[config.mk]
export PLATFORM = sky130hd
export DESIGN_NAME = bus_transfer_sequencer
export DESIGN_NICKNAME = d
export VERILOG_FILES = /design/src/bts_pkg.sv /design/src/bus_transfer_sequencer.sv
export SDC_FILE = /design/constraint.sdc
export NUM_CORES = 1
export LEC_CHECK = 0
export ABC_AREA = 1
export BUFFER_PORTS_ARGS = -buffer_cell sky130_fd_sc_hd__buf_2
export CORE_MARGIN = 5
export CORE_UTILIZATION = 45
export CTS_CLUSTER_SIZE = 28
export DETAILED_ROUTE_END_ITERATION = 16
export PLACE_DENSITY = 0.65
export SYNTH_ARGS = -nofsm -noshare
export SYNTH_HDL_FRONTEND = slang
export SYNTH_SLANG_ARGS = --single-unit
[constraint.sdc]
create_clock -name clk -period 4.5 [get_ports clk]
set_input_delay 0.225 -clock clk [delete_from_list [all_inputs] [get_ports clk]]
set_output_delay 0.225 -clock clk [all_outputs]
set_load 0.005 [all_outputs]
[src/bts_pkg.sv]
// ----------------------------------------------------------------------------
// bts_pkg
// Types, codes and the transition table of the bus transfer sequencer.
// ----------------------------------------------------------------------------
package bts_pkg;

  // fixed field widths
  localparam int unsigned REQ_W     = 4;
  localparam int unsigned ADDR_W    = 7;
  localparam int unsigned STALL_W   = 16;
  localparam int unsigned TIMEOUT_W = 32;
  localparam int unsigned STATUS_W  = 3;
  localparam int unsigned KIND_W    = 3;
  localparam int unsigned SCODE_W   = 3;
  localparam int unsigned CFG_IDX_W = 1;
  localparam int unsigned CFG_W     = 32;

  // reset value of the stall limit
  localparam logic [STALL_W-1:0] STUCK_LIMIT_RST = STALL_W'(300);

  // configuration register indexes
  localparam logic [CFG_IDX_W-1:0] CFG_STUCK_LIMIT = 1'b0;
  localparam logic [CFG_IDX_W-1:0] CFG_BLK_TIMEOUT = 1'b1;

  // request codes
  localparam logic [REQ_W-1:0] REQ_TICK      = 4'd0;
  localparam logic [REQ_W-1:0] REQ_DMA_READ  = 4'd1;
  localparam logic [REQ_W-1:0] REQ_DMA_WRITE = 4'd2;
  localparam logic [REQ_W-1:0] REQ_DMA_WR_RD = 4'd3;
  localparam logic [REQ_W-1:0] REQ_DONE_ACK  = 4'd4;
  localparam logic [REQ_W-1:0] REQ_START_REF = 4'd5;
  localparam logic [REQ_W-1:0] REQ_CLEAR_EV  = 4'd6;
  localparam logic [REQ_W-1:0] REQ_BLK_READ  = 4'd7;
  localparam logic [REQ_W-1:0] REQ_BLK_WRITE = 4'd8;

  // status codes
  localparam logic [STATUS_W-1:0] STAT_OK       = 3'd0;
  localparam logic [STATUS_W-1:0] STAT_FREE     = 3'd1;
  localparam logic [STATUS_W-1:0] STAT_BUSY     = 3'd2;
  localparam logic [STATUS_W-1:0] STAT_ERR_ST   = 3'd3;
  localparam logic [STATUS_W-1:0] STAT_ERR_IDLE = 3'd4;

  // command kinds
  localparam logic [KIND_W-1:0] CMD_NONE      = 3'd0;
  localparam logic [KIND_W-1:0] CMD_REINIT    = 3'd1;
  localparam logic [KIND_W-1:0] CMD_DMA_READ  = 3'd2;
  localparam logic [KIND_W-1:0] CMD_DMA_WRITE = 3'd3;
  localparam logic [KIND_W-1:0] CMD_BLK_READ  = 3'd4;
  localparam logic [KIND_W-1:0] CMD_BLK_WRITE = 3'd5;

  // state codes as reported on the result channel
  localparam logic [SCODE_W-1:0] SC_IDLE  = 3'd0;
  localparam logic [SCODE_W-1:0] SC_INIT  = 3'd1;
  localparam logic [SCODE_W-1:0] SC_DRD   = 3'd2;
  localparam logic [SCODE_W-1:0] SC_DWR   = 3'd3;
  localparam logic [SCODE_W-1:0] SC_BRD   = 3'd4;
  localparam logic [SCODE_W-1:0] SC_BWR   = 3'd5;
  localparam logic [SCODE_W-1:0] SC_ERROR = 3'd6;

  typedef enum logic [6:0] {
    S_IDLE  = 7'b0000001,
    S_INIT  = 7'b0000010,
    S_DRD   = 7'b0000100,
    S_DWR   = 7'b0001000,
    S_BRD   = 7'b0010000,
    S_BWR   = 7'b0100000,
    S_ERROR = 7'b1000000
  } state_t;

  typedef enum logic [3:0] {
    E_NONE         = 4'd0,
    E_INIT_DONE    = 4'd1,
    E_DRD_DONE     = 4'd2,
    E_DWR_DONE     = 4'd3,
    E_WR_PART_DONE = 4'd4,
    E_BRD_DONE     = 4'd5,
    E_BWR_DONE     = 4'd6,
    E_DRD          = 4'd7,
    E_DWR          = 4'd8,
    E_DWRRD        = 4'd9,
    E_BRD          = 4'd10,
    E_BWR          = 4'd11,
    E_ERROR        = 4'd12
  } event_t;

  typedef struct packed {
    logic   hit;
    state_t to;
  } trans_t;

  // transition table: (state, event) -> next state
  function automatic trans_t lookup(input state_t st, input event_t ev);
    trans_t t;
    t.hit = 1'b1;
    t.to  = st;
    unique case (st)
      S_INIT: begin
        case (ev)
          E_INIT_DONE: t.to = S_IDLE;
          E_ERROR:     t.to = S_ERROR;
          E_NONE:      t.to = S_INIT;
          default:     t.hit = 1'b0;
        endcase
      end
      S_DRD: begin
        case (ev)
          E_DRD_DONE: t.to = S_IDLE;
          E_ERROR:    t.to = S_ERROR;
          default:    t.hit = 1'b0;
        endcase
      end
      S_DWR: begin
        case (ev)
          E_DWR_DONE:     t.to = S_IDLE;
          E_WR_PART_DONE: t.to = S_DRD;
          E_ERROR:        t.to = S_ERROR;
          default:        t.hit = 1'b0;
        endcase
      end
      S_BRD: begin
        case (ev)
          E_BRD_DONE: t.to = S_IDLE;
          E_ERROR:    t.to = S_ERROR;
          default:    t.hit = 1'b0;
        endcase
      end
      S_BWR: begin
        case (ev)
          E_BWR_DONE: t.to = S_IDLE;
          E_ERROR:    t.to = S_ERROR;
          default:    t.hit = 1'b0;
        endcase
      end
      S_IDLE: begin
        case (ev)
          E_DRD:   t.to = S_DRD;
          E_DWR:   t.to = S_DWR;
          E_DWRRD: t.to = S_DWR;
          E_BRD:   t.to = S_BRD;
          E_BWR:   t.to = S_BWR;
          E_NONE:  t.to = S_IDLE;
          default: t.hit = 1'b0;
        endcase
      end
      S_ERROR: begin
        case (ev)
          E_NONE:  t.to = S_IDLE;
          default: t.hit = 1'b0;
        endcase
      end
      default: t.hit = 1'b0;
    endcase
    return t;
  endfunction

  // one-hot state to its reported code
  function automatic logic [SCODE_W-1:0] state_code(input state_t st);
    logic [SCODE_W-1:0] c;
    unique case (st)
      S_IDLE:  c = SC_IDLE;
      S_INIT:  c = SC_INIT;
      S_DRD:   c = SC_DRD;
      S_DWR:   c = SC_DWR;
      S_BRD:   c = SC_BRD;
      S_BWR:   c = SC_BWR;
      S_ERROR: c = SC_ERROR;
      default: c = SC_IDLE;
    endcase
    return c;
  endfunction

endpackage

[src/bus_transfer_sequencer.sv]
// ----------------------------------------------------------------------------
// bus_transfer_sequencer
// Transfer sequencer for a two-wire bus master: request handling, tick-driven
// transition table, start commands and a stall watchdog.
// ----------------------------------------------------------------------------
//
//  channel  handshake              payload
//  in_      in_valid / in_stall    req_type, dev_address, transfer_length,
//                                  read_back_length
//  out_     out_valid / out_stall  status, accepted, cmd_*, watchdog_fired,
//                                  state_now
//  cfg_     cfg_valid / cfg_ready  cfg_index, cfg_data
//
//  One request is taken per cycle while in_stall is low; its result appears in
//  the output register in the cycle after acceptance, set by the single pass
//  through the table lookup and stall counter update.
//  Reset (rst_n low, synchronous) puts the controller in init with no event,
//  clears the stall counter and empties the output register.
//  in_stall is raised only while a result is held and out_stall is high.
//  cfg_ready is always high.
//
module bus_transfer_sequencer #(
  parameter int unsigned LENGTH_BITS = 16
) (
  input  logic                                 clk,
  input  logic                                 rst_n,
  // request channel
  input  logic                                 in_valid,
  output logic                                 in_stall,
  input  logic [bts_pkg::REQ_W-1:0]            in_req_type,
  input  logic [bts_pkg::ADDR_W-1:0]           in_dev_address,
  input  logic [LENGTH_BITS-1:0]               in_transfer_length,
  input  logic [LENGTH_BITS-1:0]               in_read_back_length,
  // result channel
  output logic                                 out_valid,
  input  logic                                 out_stall,
  output logic [bts_pkg::STATUS_W-1:0]         out_status,
  output logic                                 out_accepted,
  output logic                                 out_cmd_valid,
  output logic [bts_pkg::KIND_W-1:0]           out_cmd_kind,
  output logic [bts_pkg::ADDR_W-1:0]           out_cmd_address,
  output logic [LENGTH_BITS-1:0]               out_cmd_length,
  output logic [bts_pkg::TIMEOUT_W-1:0]        out_cmd_timeout,
  output logic                                 out_watchdog_fired,
  output logic [bts_pkg::SCODE_W-1:0]          out_state_now,
  // configuration channel
  input  logic                                 cfg_valid,
  output logic                                 cfg_ready,
  input  logic [bts_pkg::CFG_IDX_W-1:0]        cfg_index,
  input  logic [bts_pkg::CFG_W-1:0]            cfg_data
);

  // configuration registers
  logic [bts_pkg::STALL_W-1:0]   stuck_limit_r;
  logic [bts_pkg::TIMEOUT_W-1:0] blk_timeout_r;

  // controller state
  bts_pkg::state_t               state_r,   state_nxt;
  bts_pkg::event_t               event_r,   event_nxt;
  logic [bts_pkg::STALL_W-1:0]   stall_r,   stall_nxt;
  logic [bts_pkg::ADDR_W-1:0]    addr_r,    addr_nxt;
  logic [LENGTH_BITS-1:0]        wr_len_r,  wr_len_nxt;
  logic [LENGTH_BITS-1:0]        rd_len_r,  rd_len_nxt;

  // tick intermediates
  logic [bts_pkg::STALL_W:0]     stall_sum;
  bts_pkg::state_t               tick_state;
  bts_pkg::event_t               tick_event;
  bts_pkg::trans_t               trans;

  // result of this request
  logic                          acc_c;
  logic                          cmd_valid_c;
  logic [bts_pkg::KIND_W-1:0]    cmd_kind_c;
  logic [bts_pkg::ADDR_W-1:0]    cmd_addr_c;
  logic [LENGTH_BITS-1:0]        cmd_len_c;
  logic [bts_pkg::TIMEOUT_W-1:0] cmd_time_c;
  logic                          wd_c;
  logic [bts_pkg::STATUS_W-1:0]  status_c;

  // output register
  logic                          out_valid_r;
  logic [bts_pkg::STATUS_W-1:0]  status_r;
  logic                          accepted_r;
  logic                          cmd_valid_r;
  logic [bts_pkg::KIND_W-1:0]    cmd_kind_r;
  logic [bts_pkg::ADDR_W-1:0]    cmd_addr_r;
  logic [LENGTH_BITS-1:0]        cmd_len_r;
  logic [bts_pkg::TIMEOUT_W-1:0] cmd_time_r;
  logic                          wd_r;
  logic [bts_pkg::SCODE_W-1:0]   state_code_r;

  logic                          in_acc;

  // handshakes
  assign in_stall  = out_valid_r & out_stall;
  assign in_acc    = in_valid & ~in_stall;
  assign cfg_ready = 1'b1;

  // configuration writes
  always_ff @(posedge clk) begin
    if (!rst_n) begin
      stuck_limit_r <= bts_pkg::STUCK_LIMIT_RST;
      blk_timeout_r <= '0;
    end else if (cfg_valid && cfg_ready) begin
      unique case (cfg_index)
        bts_pkg::CFG_STUCK_LIMIT: stuck_limit_r <= cfg_data[bts_pkg::STALL_W-1:0];
        bts_pkg::CFG_BLK_TIMEOUT: blk_timeout_r <= cfg_data[bts_pkg::TIMEOUT_W-1:0];
        default: ;
      endcase
    end
  end

  // request decode, watchdog and table step
  always_comb begin
    state_nxt   = state_r;
    event_nxt   = event_r;
    stall_nxt   = stall_r;
    addr_nxt    = addr_r;
    wr_len_nxt  = wr_len_r;
    rd_len_nxt  = rd_len_r;
    stall_sum   = {1'b0, stall_r} + {{bts_pkg::STALL_W{1'b0}}, 1'b1};
    tick_state  = state_r;
    tick_event  = event_r;
    trans       = bts_pkg::lookup(tick_state, tick_event);
    acc_c       = 1'b0;
    cmd_valid_c = 1'b0;
    cmd_kind_c  = bts_pkg::CMD_NONE;
    cmd_addr_c  = '0;
    cmd_len_c   = '0;
    cmd_time_c  = '0;
    wd_c        = 1'b0;

    unique case (in_req_type)
      bts_pkg::REQ_TICK: begin
        // stall watchdog forces init with an error pending
        if (stall_sum > {1'b0, stuck_limit_r}) begin
          tick_state = bts_pkg::S_INIT;
          tick_event = bts_pkg::E_ERROR;
          stall_nxt  = '0;
          wd_c       = 1'b1;
        end else begin
          stall_nxt  = stall_sum[bts_pkg::STALL_W-1:0];
        end
        trans     = bts_pkg::lookup(tick_state, tick_event);
        state_nxt = tick_state;
        event_nxt = tick_event;
        if (trans.hit) begin
          stall_nxt = '0;
          state_nxt = trans.to;
          // entry actions of the new state
          unique case (trans.to)
            bts_pkg::S_INIT: begin
              cmd_valid_c = 1'b1;
              cmd_kind_c  = bts_pkg::CMD_REINIT;
              state_nxt   = bts_pkg::S_IDLE;
              event_nxt   = bts_pkg::E_INIT_DONE;
            end
            bts_pkg::S_DRD: begin
              cmd_valid_c = 1'b1;
              cmd_kind_c  = bts_pkg::CMD_DMA_READ;
              cmd_addr_c  = addr_r;
              cmd_len_c   = rd_len_r;
            end
            bts_pkg::S_DWR: begin
              cmd_valid_c = 1'b1;
              cmd_kind_c  = bts_pkg::CMD_DMA_WRITE;
              cmd_addr_c  = addr_r;
              cmd_len_c   = wr_len_r;
            end
            bts_pkg::S_BRD: begin
              cmd_valid_c = 1'b1;
              cmd_kind_c  = bts_pkg::CMD_BLK_READ;
              cmd_addr_c  = addr_r;
              cmd_len_c   = rd_len_r;
              cmd_time_c  = blk_timeout_r;
            end
            bts_pkg::S_BWR: begin
              cmd_valid_c = 1'b1;
              cmd_kind_c  = bts_pkg::CMD_BLK_WRITE;
              cmd_addr_c  = addr_r;
              cmd_len_c   = wr_len_r;
              cmd_time_c  = blk_timeout_r;
            end
            bts_pkg::S_ERROR: event_nxt = bts_pkg::E_NONE;
            bts_pkg::S_IDLE:  ;
            default: ;
          endcase
        end
      end
      bts_pkg::REQ_DMA_READ, bts_pkg::REQ_BLK_READ: begin
        // single-direction read latches a write length of one
        if (state_r == bts_pkg::S_IDLE) begin
          addr_nxt   = in_dev_address;
          wr_len_nxt = LENGTH_BITS'(1);
          rd_len_nxt = in_transfer_length;
          event_nxt  = (in_req_type == bts_pkg::REQ_DMA_READ) ? bts_pkg::E_DRD
                                                              : bts_pkg::E_BRD;
          acc_c      = 1'b1;
        end
      end
      bts_pkg::REQ_DMA_WRITE, bts_pkg::REQ_BLK_WRITE: begin
        // single-direction write latches a read length of one
        if (state_r == bts_pkg::S_IDLE) begin
          addr_nxt   = in_dev_address;
          wr_len_nxt = in_transfer_length;
          rd_len_nxt = LENGTH_BITS'(1);
          event_nxt  = (in_req_type == bts_pkg::REQ_DMA_WRITE) ? bts_pkg::E_DWR
                                                               : bts_pkg::E_BWR;
          acc_c      = 1'b1;
        end
      end
      bts_pkg::REQ_DMA_WR_RD: begin
        if (state_r == bts_pkg::S_IDLE) begin
          addr_nxt   = in_dev_address;
          wr_len_nxt = in_transfer_length;
          rd_len_nxt = in_read_back_length;
          event_nxt  = bts_pkg::E_DWRRD;
          acc_c      = 1'b1;
        end
      end
      bts_pkg::REQ_DONE_ACK: begin
        // completion only counts in a transfer state
        unique case (state_r)
          bts_pkg::S_DRD: event_nxt = bts_pkg::E_DRD_DONE;
          bts_pkg::S_DWR: event_nxt = (event_r == bts_pkg::E_DWRRD) ?
                                      bts_pkg::E_WR_PART_DONE : bts_pkg::E_DWR_DONE;
          bts_pkg::S_BRD: event_nxt = bts_pkg::E_BRD_DONE;
          bts_pkg::S_BWR: event_nxt = bts_pkg::E_BWR_DONE;
          default: ;
        endcase
      end
      bts_pkg::REQ_START_REF: event_nxt = bts_pkg::E_ERROR;
      bts_pkg::REQ_CLEAR_EV:  event_nxt = bts_pkg::E_NONE;
      default: ;
    endcase
  end

  // status after the request
  always_comb begin
    if (state_nxt == bts_pkg::S_IDLE && event_nxt == bts_pkg::E_ERROR) begin
      status_c = bts_pkg::STAT_ERR_IDLE;
    end else if (state_nxt == bts_pkg::S_ERROR) begin
      status_c = bts_pkg::STAT_ERR_ST;
    end else if (state_nxt != bts_pkg::S_IDLE) begin
      status_c = bts_pkg::STAT_BUSY;
    end else if (event_nxt == bts_pkg::E_NONE || event_nxt == bts_pkg::E_INIT_DONE) begin
      status_c = bts_pkg::STAT_FREE;
    end else begin
      status_c = bts_pkg::STAT_OK;
    end
  end

  // controller state update
  always_ff @(posedge clk) begin
    if (!rst_n) begin
      state_r  <= bts_pkg::S_INIT;
      event_r  <= bts_pkg::E_NONE;
      stall_r  <= '0;
      addr_r   <= '0;
      wr_len_r <= '0;
      rd_len_r <= '0;
    end else if (in_acc) begin
      state_r  <= state_nxt;
      event_r  <= event_nxt;
      stall_r  <= stall_nxt;
      addr_r   <= addr_nxt;
      wr_len_r <= wr_len_nxt;
      rd_len_r <= rd_len_nxt;
    end
  end

  // output register control
  always_ff @(posedge clk) begin
    if (!rst_n) begin
      out_valid_r <= 1'b0;
    end else if (in_acc) begin
      out_valid_r <= 1'b1;
    end else if (!out_stall) begin
      out_valid_r <= 1'b0;
    end
  end

  // output register payload
  always_ff @(posedge clk) begin
    if (in_acc) begin
      status_r     <= status_c;
      accepted_r   <= acc_c;
      cmd_valid_r  <= cmd_valid_c;
      cmd_kind_r   <= cmd_kind_c;
      cmd_addr_r   <= cmd_addr_c;
      cmd_len_r    <= cmd_len_c;
      cmd_time_r   <= cmd_time_c;
      wd_r         <= wd_c;
      state_code_r <= bts_pkg::state_code(state_nxt);
    end
  end

  assign out_valid          = out_valid_r;
  assign out_status         = status_r;
  assign out_accepted       = accepted_r;
  assign out_cmd_valid      = cmd_valid_r;
  assign out_cmd_kind       = cmd_kind_r;
  assign out_cmd_address    = cmd_addr_r;
  assign out_cmd_length     = cmd_len_r;
  assign out_cmd_timeout    = cmd_time_r;
  assign out_watchdog_fired = wd_r;
  assign out_state_now      = state_code_r;

`ifndef SYNTHESIS
  // an accepted request always produces a result next cycle
  a_result_follows: assert property (@(posedge clk) disable iff (!rst_n)
    in_acc |=> out_valid_r)
    else $error("accepted request produced no result");

  // an issued command always carries a kind
  a_cmd_has_kind: assert property (@(posedge clk) disable iff (!rst_n)
    (out_valid_r && cmd_valid_r) |-> (cmd_kind_r != bts_pkg::CMD_NONE))
    else $error("command issued without a kind");

  // watchdog always lands in the error state without a command
  a_wd_to_error: assert property (@(posedge clk) disable iff (!rst_n)
    (out_valid_r && wd_r) |-> (state_code_r == bts_pkg::SC_ERROR && !cmd_valid_r))
    else $error("watchdog did not end in error state");

  // a taken request leaves the controller idle
  a_accept_idle: assert property (@(posedge clk) disable iff (!rst_n)
    (out_valid_r && accepted_r) |-> (state_code_r == bts_pkg::SC_IDLE))
    else $error("request taken outside idle");
`endif

endmodule

==> impl_results.md, run 1 <==
* N_diodes at 0
* Root Buffer: clkbuf_16
* Final Setup Violations at 0
* CP peak stage delay at 380 ps
* Max FO, Critical Path at 8
* Fill cells at 1,774
* Min cycle time layout at 4425 ps
* CTS tree: yes
* Relative slew slack at 0.2483
* Area of the multi-input gates at 4203 sq um
* Largest net degree at the start of global routing at 69
* DR DRC count at 0
* Wirelength per Cell at 14.98 um
* Clock Path Buffers at 2
* Mean post-synth cell area at 8.033 sq um
* Synth Instances at 1,115
* CTS Buf Count at 17
* Core Box Area at 19,530 sq um
* Critical Path Most Common Cell: nand2_2
* Initial Utilization at 0.4587
* Layout Nets at 1,388
* #FFs+latches synth at 182
* Max Cap Viol at 0
* First drt pass iteration count at 5
* FF/Latch Area at 4320 sq um
* Ratio of cells with drive above 1 in the final layout at 0.2732
* Synth cell types at 49
* Design area at 11,350 sq um
* Post-Route WL at 23,480 um
* Seq/Total Area, Yosys at 0.4816
* Row count at 51
* Setup tns final at 0 ps
* Placed Cells at 1,518
* Tcrit/Tclk final at 0.9833
* Leak at 4.841 nW
* Hold path cells at 3
* Worst min-delay path class: input pin to register
* Most frequent cells in the layout: 182 x nand2_1, 149 x buf_2, 143 x inv_1
* Status: finished, final reports clean
* Via Count at 8,051
* PD cells at 328.0 nW/um^2
* Worst EP arrival at 4620 ps
* Total power at 0.003723 W
* Total clock sinks at 182
* Number of routed nets with antenna violations at 0
* Skew final at 15.15 ps
* Fmax at 0.2260 GHz
* H-tree depth at 4
* Iteration-0 DRC Markers at 481
* Die height at 151.1 um
* Max Slew Vio Count at 0
* R2R Setup Slk at 70 ps
* Die area at 22,830 sq um
* Critical path type: register to register
* DR vias/cell at 5.135
* Reg clk slew, reported paths at 70 ps
* First-pass GRT wire length at 36,510 um
* Clk_lat worst skew at 440 ps
* Reg2Reg Depth at 32
* Startpoint type of the worst setup path: register
* Layout area overhead at 26.71%
* Max VDD drop at 0.2556 mV
* Synthesized net count at 1,213
* Vias in the first global route at 7,378
* Cell Area, Placed at 10,120 sq um
* Remaining Overflow, GRT at 0
* # hold bufs at CTS at 0
* Synth Warn # at 0
* Top Ports at 151
* Most common cell after layout, fill and taps aside: nand2_1
* Placer Congestion at 0.9395
* Req. time, crit path at 4690 ps
* EDFF count, synth at 67
* Final hold viol count at 0
* Setup crit end kind: register
* GRT Util Overall at 0.2004
* RSZ-0062 raised after global routing: true
* Finished Layout Cells at 1,568
* Initial antenna violation count at 0
* Slew @ Worst Pin at 1117 ps
* Synthesized cell area at 8957 sq um
* Asr flop ratio synth at 0
* Primary FF master, synth: dfxtp_1
* Port bufs at 149
* Die Width at 151.1 um
* HPWL Detailed at 16,100 um
* CP max-delay cell: dfxtp_4
## power by group
| part | internal, W | switching (W) |
|---|---|---|
| sequential | 0.00176 | 0.0000249 |
| clock | 0.000788 | 0.000742 |
| combinational | 0.000151 | 0.000254 |
## path summary, 6_finish.rpt
kind,startpoint,to
worst max-delay path,stall_r[0],out_cmd_timeout[17]
worst min-delay path,cfg_data[2],stuck_limit_r[2]
worst max register to register,stall_r[0],out_cmd_timeout[17]
worst min register to register,rd_len_r[0],rd_len_r[0]
## state kept, by name (all words and copies together), names as in the netlist, 3 cells and up
signal and flops:
out_cmd_timeout 32, event_r 4, out_cmd_length 16, stuck_limit_r 16, stall_r 16, state_r 7
addr_r 7, out_state_now 3, wr_len_r 16, out_cmd_address 7, blk_timeout_r 32, out_cmd_kind 3
out_status 3, rd_len_r 16
## per-stage QoR
step	hold WS, ps	util	worst slack [ps]
CTS	22.24	0.5516	8.906
global placement	434.6	0.5182	-68.30
finish	36.76	0.5813	74.93
detailed placement	442.2	0.5182	-84.61
floorplan	355.4	-	556.3
global route	26.07	0.5813	-208.3
## cells in the mapped netlist, types with 3 or more instances
library cell,number,area (sq um)
nor3_1,9,45.04
dfxtp_1,115,2302
ha_1,17,212.7
buf_6,6,67.56
xor2_1,8,70.07
o21ai_0,73,365.4
nand4_1,15,93.84
a21oi_1,124,620.6
nor4_1,3,18.77
a22o_1,15,131.4
nand3_2,6,60.06
nand2_1,198,743.2
nand3_1,38,190.2
a21boi_1,7,52.55
inv_2,8,30.03
o21ai_1,4,20.02
nand2_2,11,68.82
nor2_1,112,420.4
edfxtp_1,67,2012
clkinv_1,6,22.52
nand2_4,5,56.30
clkbuf_1,37,138.9
xnor2_1,4,35.03
o22ai_1,3,18.77
inv_1,150,563.0
o211ai_1,7,52.55
a211oi_1,17,127.6
nor2_2,9,56.30
o32ai_1,16,140.1
## critical path: cells and delay by family, from the launching register on
family	cells	cell delay, ps
simple gates	23	2490
buf+inv	5	580
flops	1	380
fa+ha+maj	1	320
compound gates	2	250
xor+xnor	1	160
## metal layers
layer	vias up	GRT usage	part of all wire
met3	33	0.05206	0.086
met1	3660	0.2774	0.45
met5	-	0	0
li1	4072	-	-
met4	0	0.06120	0.021
met2	286	0.3092	0.44
## timing repair
action	4_1_cts	5_1_grt
endpoints found under the setup margin	36	65
gates cloned	0	2
pin swaps	1	40
gates resized for setup	7	102
buffers inserted	0	16
## final cells by class
cell class	count	share of cell area
Sequential cell	182	0.3807
Clock buffer	18	0.03969
Tap cell	265	0.02921
Clock inverter	14	0.01532
Multi-Input combinational cell	723	0.3703
Inverter	164	0.05490
Timing Repair Buffer	202	0.1099
## cells by family (layout without fill, tap and decap cells)
group | after synthesis | count (layout) | share of synthesized area
and+or+nand+nor | 415 | 415 | 0.2049
adders and majority gates | 17 | 17 | 0.02375
buffers and inverters | 210 | 398 | 0.09540
AOI/OAI and AO/OA | 278 | 278 | 0.1822
DFF | 182 | 182 | 0.4816
xor gates and xnor gates | 12 | 12 | 0.01173
other | 1 | 1 | 0.0004187
Note: power is estimated with default switching activity, not from simulation.
==> run 2: changes to the inputs <==
- CORE_ASPECT_RATIO: unset -> 0.75
- CORE_MARGIN: 5 -> 2
==> run 2 against run 1 <==
  * Global-route usage rose by 2.4 points
  * Clock power about the same
  * Die area decreased by 7.7%
  * Critical path type unchanged
  * Highest routed layer unchanged
==> impl_results.md, run 2 (synthesized netlist as in run 1, its figures left out) <==
* # hold bufs at CTS at 0 (unchanged)
* Leak at 4.873 nW (was 4.841 nW)
* Most common cell after layout, fill and taps aside: nand2_1 (unchanged)
* Final hold viol count at 0 (unchanged)
* Relative slew slack at 0.3301 (was 0.2483)
* Max Slew Vio Count at 0 (unchanged)
* Skew final at 24.77 ps (was 15.15 ps)
* Placement Setup Slack at -25.93 ps (was -84.61 ps)
* FF/Latch Area at 4320 sq um (unchanged)
* Bufs and invs on worst path at 7 (was 5)
* Design area at 11,430 sq um (was 11,350 sq um)
* Setup tns final at 0 ps (unchanged)
* Critical Path Most Common Cell: nand2_1 (was nand2_2)
* Fill cells at 1,802 (was 1,774)
* Fmax at 0.2295 GHz (was 0.2260 GHz)
* Ratio of cells with drive above 1 in the final layout at 0.2796 (was 0.2732)
* Total clock sinks at 182 (unchanged)
* Reg clk slew, reported paths at 90 ps (was 70 ps)
* First drt pass iteration count at 7 (was 5)
* GRT Util Overall at 0.2248 (was 0.2004)
* PD cells at 326.0 nW/um^2 (was 328.0 nW/um^2)
* Max FO, Critical Path at 23 (was 8)
* Worst min-delay path class: input pin to register (unchanged)
* Via Count at 8,121 (was 8,051)
* Layout area overhead at 27.66% (was 26.71%)
* Cell Area, Placed at 10,180 sq um (was 10,120 sq um)
* Area of the multi-input gates at 4189 sq um (was 4203 sq um)
* Die area at 21,060 sq um (was 22,830 sq um)
* CTS tree: yes (unchanged)
* Max VDD drop at 0.1727 mV (was 0.2556 mV)
* Post-route setup slack at 143.1 ps (was 74.93 ps)
* Initial Utilization at 0.4609 (was 0.4587)
* Setup crit end kind: register (unchanged)
* Port bufs at 149 (unchanged)
* CP peak stage delay at 380 ps (about the same)
* Clock Path Buffers at 2 (unchanged)
* CP max-delay cell: dfxtp_4 (unchanged)
* Initial antenna violation count at 3 (was 0)
* Req. time, crit path at 4680 ps (was 4690 ps)
* Iteration-0 DRC Markers at 605 (was 481)
* Vias in the first global route at 7,293 (was 7,378)
* Placer Congestion at 0.9536 (was 0.9395)
* Total power at 0.003728 W (was 0.003723 W)
* Core Box Area at 19,430 sq um (was 19,530 sq um)
* Family with the most delay on the worst path: simple AND/OR/NAND/NOR gates (unchanged)
* Largest net degree at the start of global routing at 70 (was 69)
* Critical path type: register to register (unchanged)
* Startpoint type of the worst setup path: register (unchanged)
* Remaining Overflow, GRT at 0 (unchanged)
* Worst EP arrival at 4540 ps (was 4620 ps)
* Top Ports at 151 (unchanged)
* Layout Nets at 1,401 (was 1,388)
* Post-Route WL at 24,440 um (was 23,480 um)
* Min cycle time layout at 4357 ps (was 4425 ps)
* H-tree depth at 4 (unchanged)
* Clk_lat worst skew at 440 ps (about the same)
* First-pass GRT wire length at 37,900 um (was 36,510 um)
* Wirelength per Cell at 15.55 um (was 14.98 um)
* WHS at 33.40 ps (was 36.76 ps)
* Final Setup Violations at 0 (unchanged)
* Root Buffer: clkbuf_16 (unchanged)
* Die height at 126.2 um (was 151.1 um)
* Most frequent cells in the layout: 181 x nand2_1, 149 x buf_2, 146 x inv_1 (was 182 x nand2_1, 149 x buf_2, 143 x inv_1)
* Number of routed nets with antenna violations at 0 (unchanged)
* Die Width at 166.9 um (was 151.1 um)
* Status: finished, final reports clean (unchanged)
* DR DRC count at 0 (unchanged)
* Tcrit/Tclk final at 0.9682 (was 0.9833)
* Row count at 44 (was 51)
* DR vias/cell at 5.169 (was 5.135)
* HPWL Detailed at 17,220 um (was 16,100 um)
* RSZ-0062 raised after global routing: true (unchanged)
* Slew @ Worst Pin at 1001 ps (was 1117 ps)
* CTS Buf Count at 17 (unchanged)
* Max Cap Viol at 0 (unchanged)
-- run 2: through the flow --
stage                     utilization  cells
after detailed placement       0.5240   1518
final                          0.5884   1571
after CTS                      0.5561   1550
after global routing           0.5884   1571
after floorplan                     -   1115
after global placement         0.5240   1518
-- run 2: cell type report --
class	count	share of cell area
flip-flops and latches	182	0.3778
multi-input cells	723	0.3663
repair buffers	215	0.1186
inverters	164	0.05548
clock buffers	17	0.03720
well taps	253	0.02768
clock inverters	15	0.01641
diodes	2	0.0004377
-- run 2: power breakdown --
group          internal, W  switching [W]
Sequential         0.00176      0.0000262
Clock             0.000802       0.000731
Combinational     0.000151       0.000254
-- run 2: worst min-delay path, cell delays in order --
cell     delay (ps)
buf_2           100
nand2_1          50
a21oi_1          50
-- run 2: what timing repair did --
item,CTS,global route
cloned,0,4
pin swaps,0,51
endpoints found under the setup margin,29,66
resized for setup,4,110
setup buffers,0,15
-- run 2: path summary, 6_finish.rpt --
check                          from            endpoint  slack (ps)  cells after the start
setup / recovery         stall_r[0]  out_cmd_timeout[4]         140                     32
hold / removal    in_dev_address[3]           addr_r[3]          30                      3
setup reg to reg         stall_r[0]  out_cmd_timeout[4]         140                     32
hold reg to reg   blk_timeout_r[18]   blk_timeout_r[18]         450                      2
-- run 2: routing by layer --
layer  up-vias  track usage  wire (um)
li1       4106            -          -
met5         -            0          0
met3        20      0.04557       1606
met1      3760       0.3341      11990
met4         0      0.04868        277
met2       235       0.3382      10560
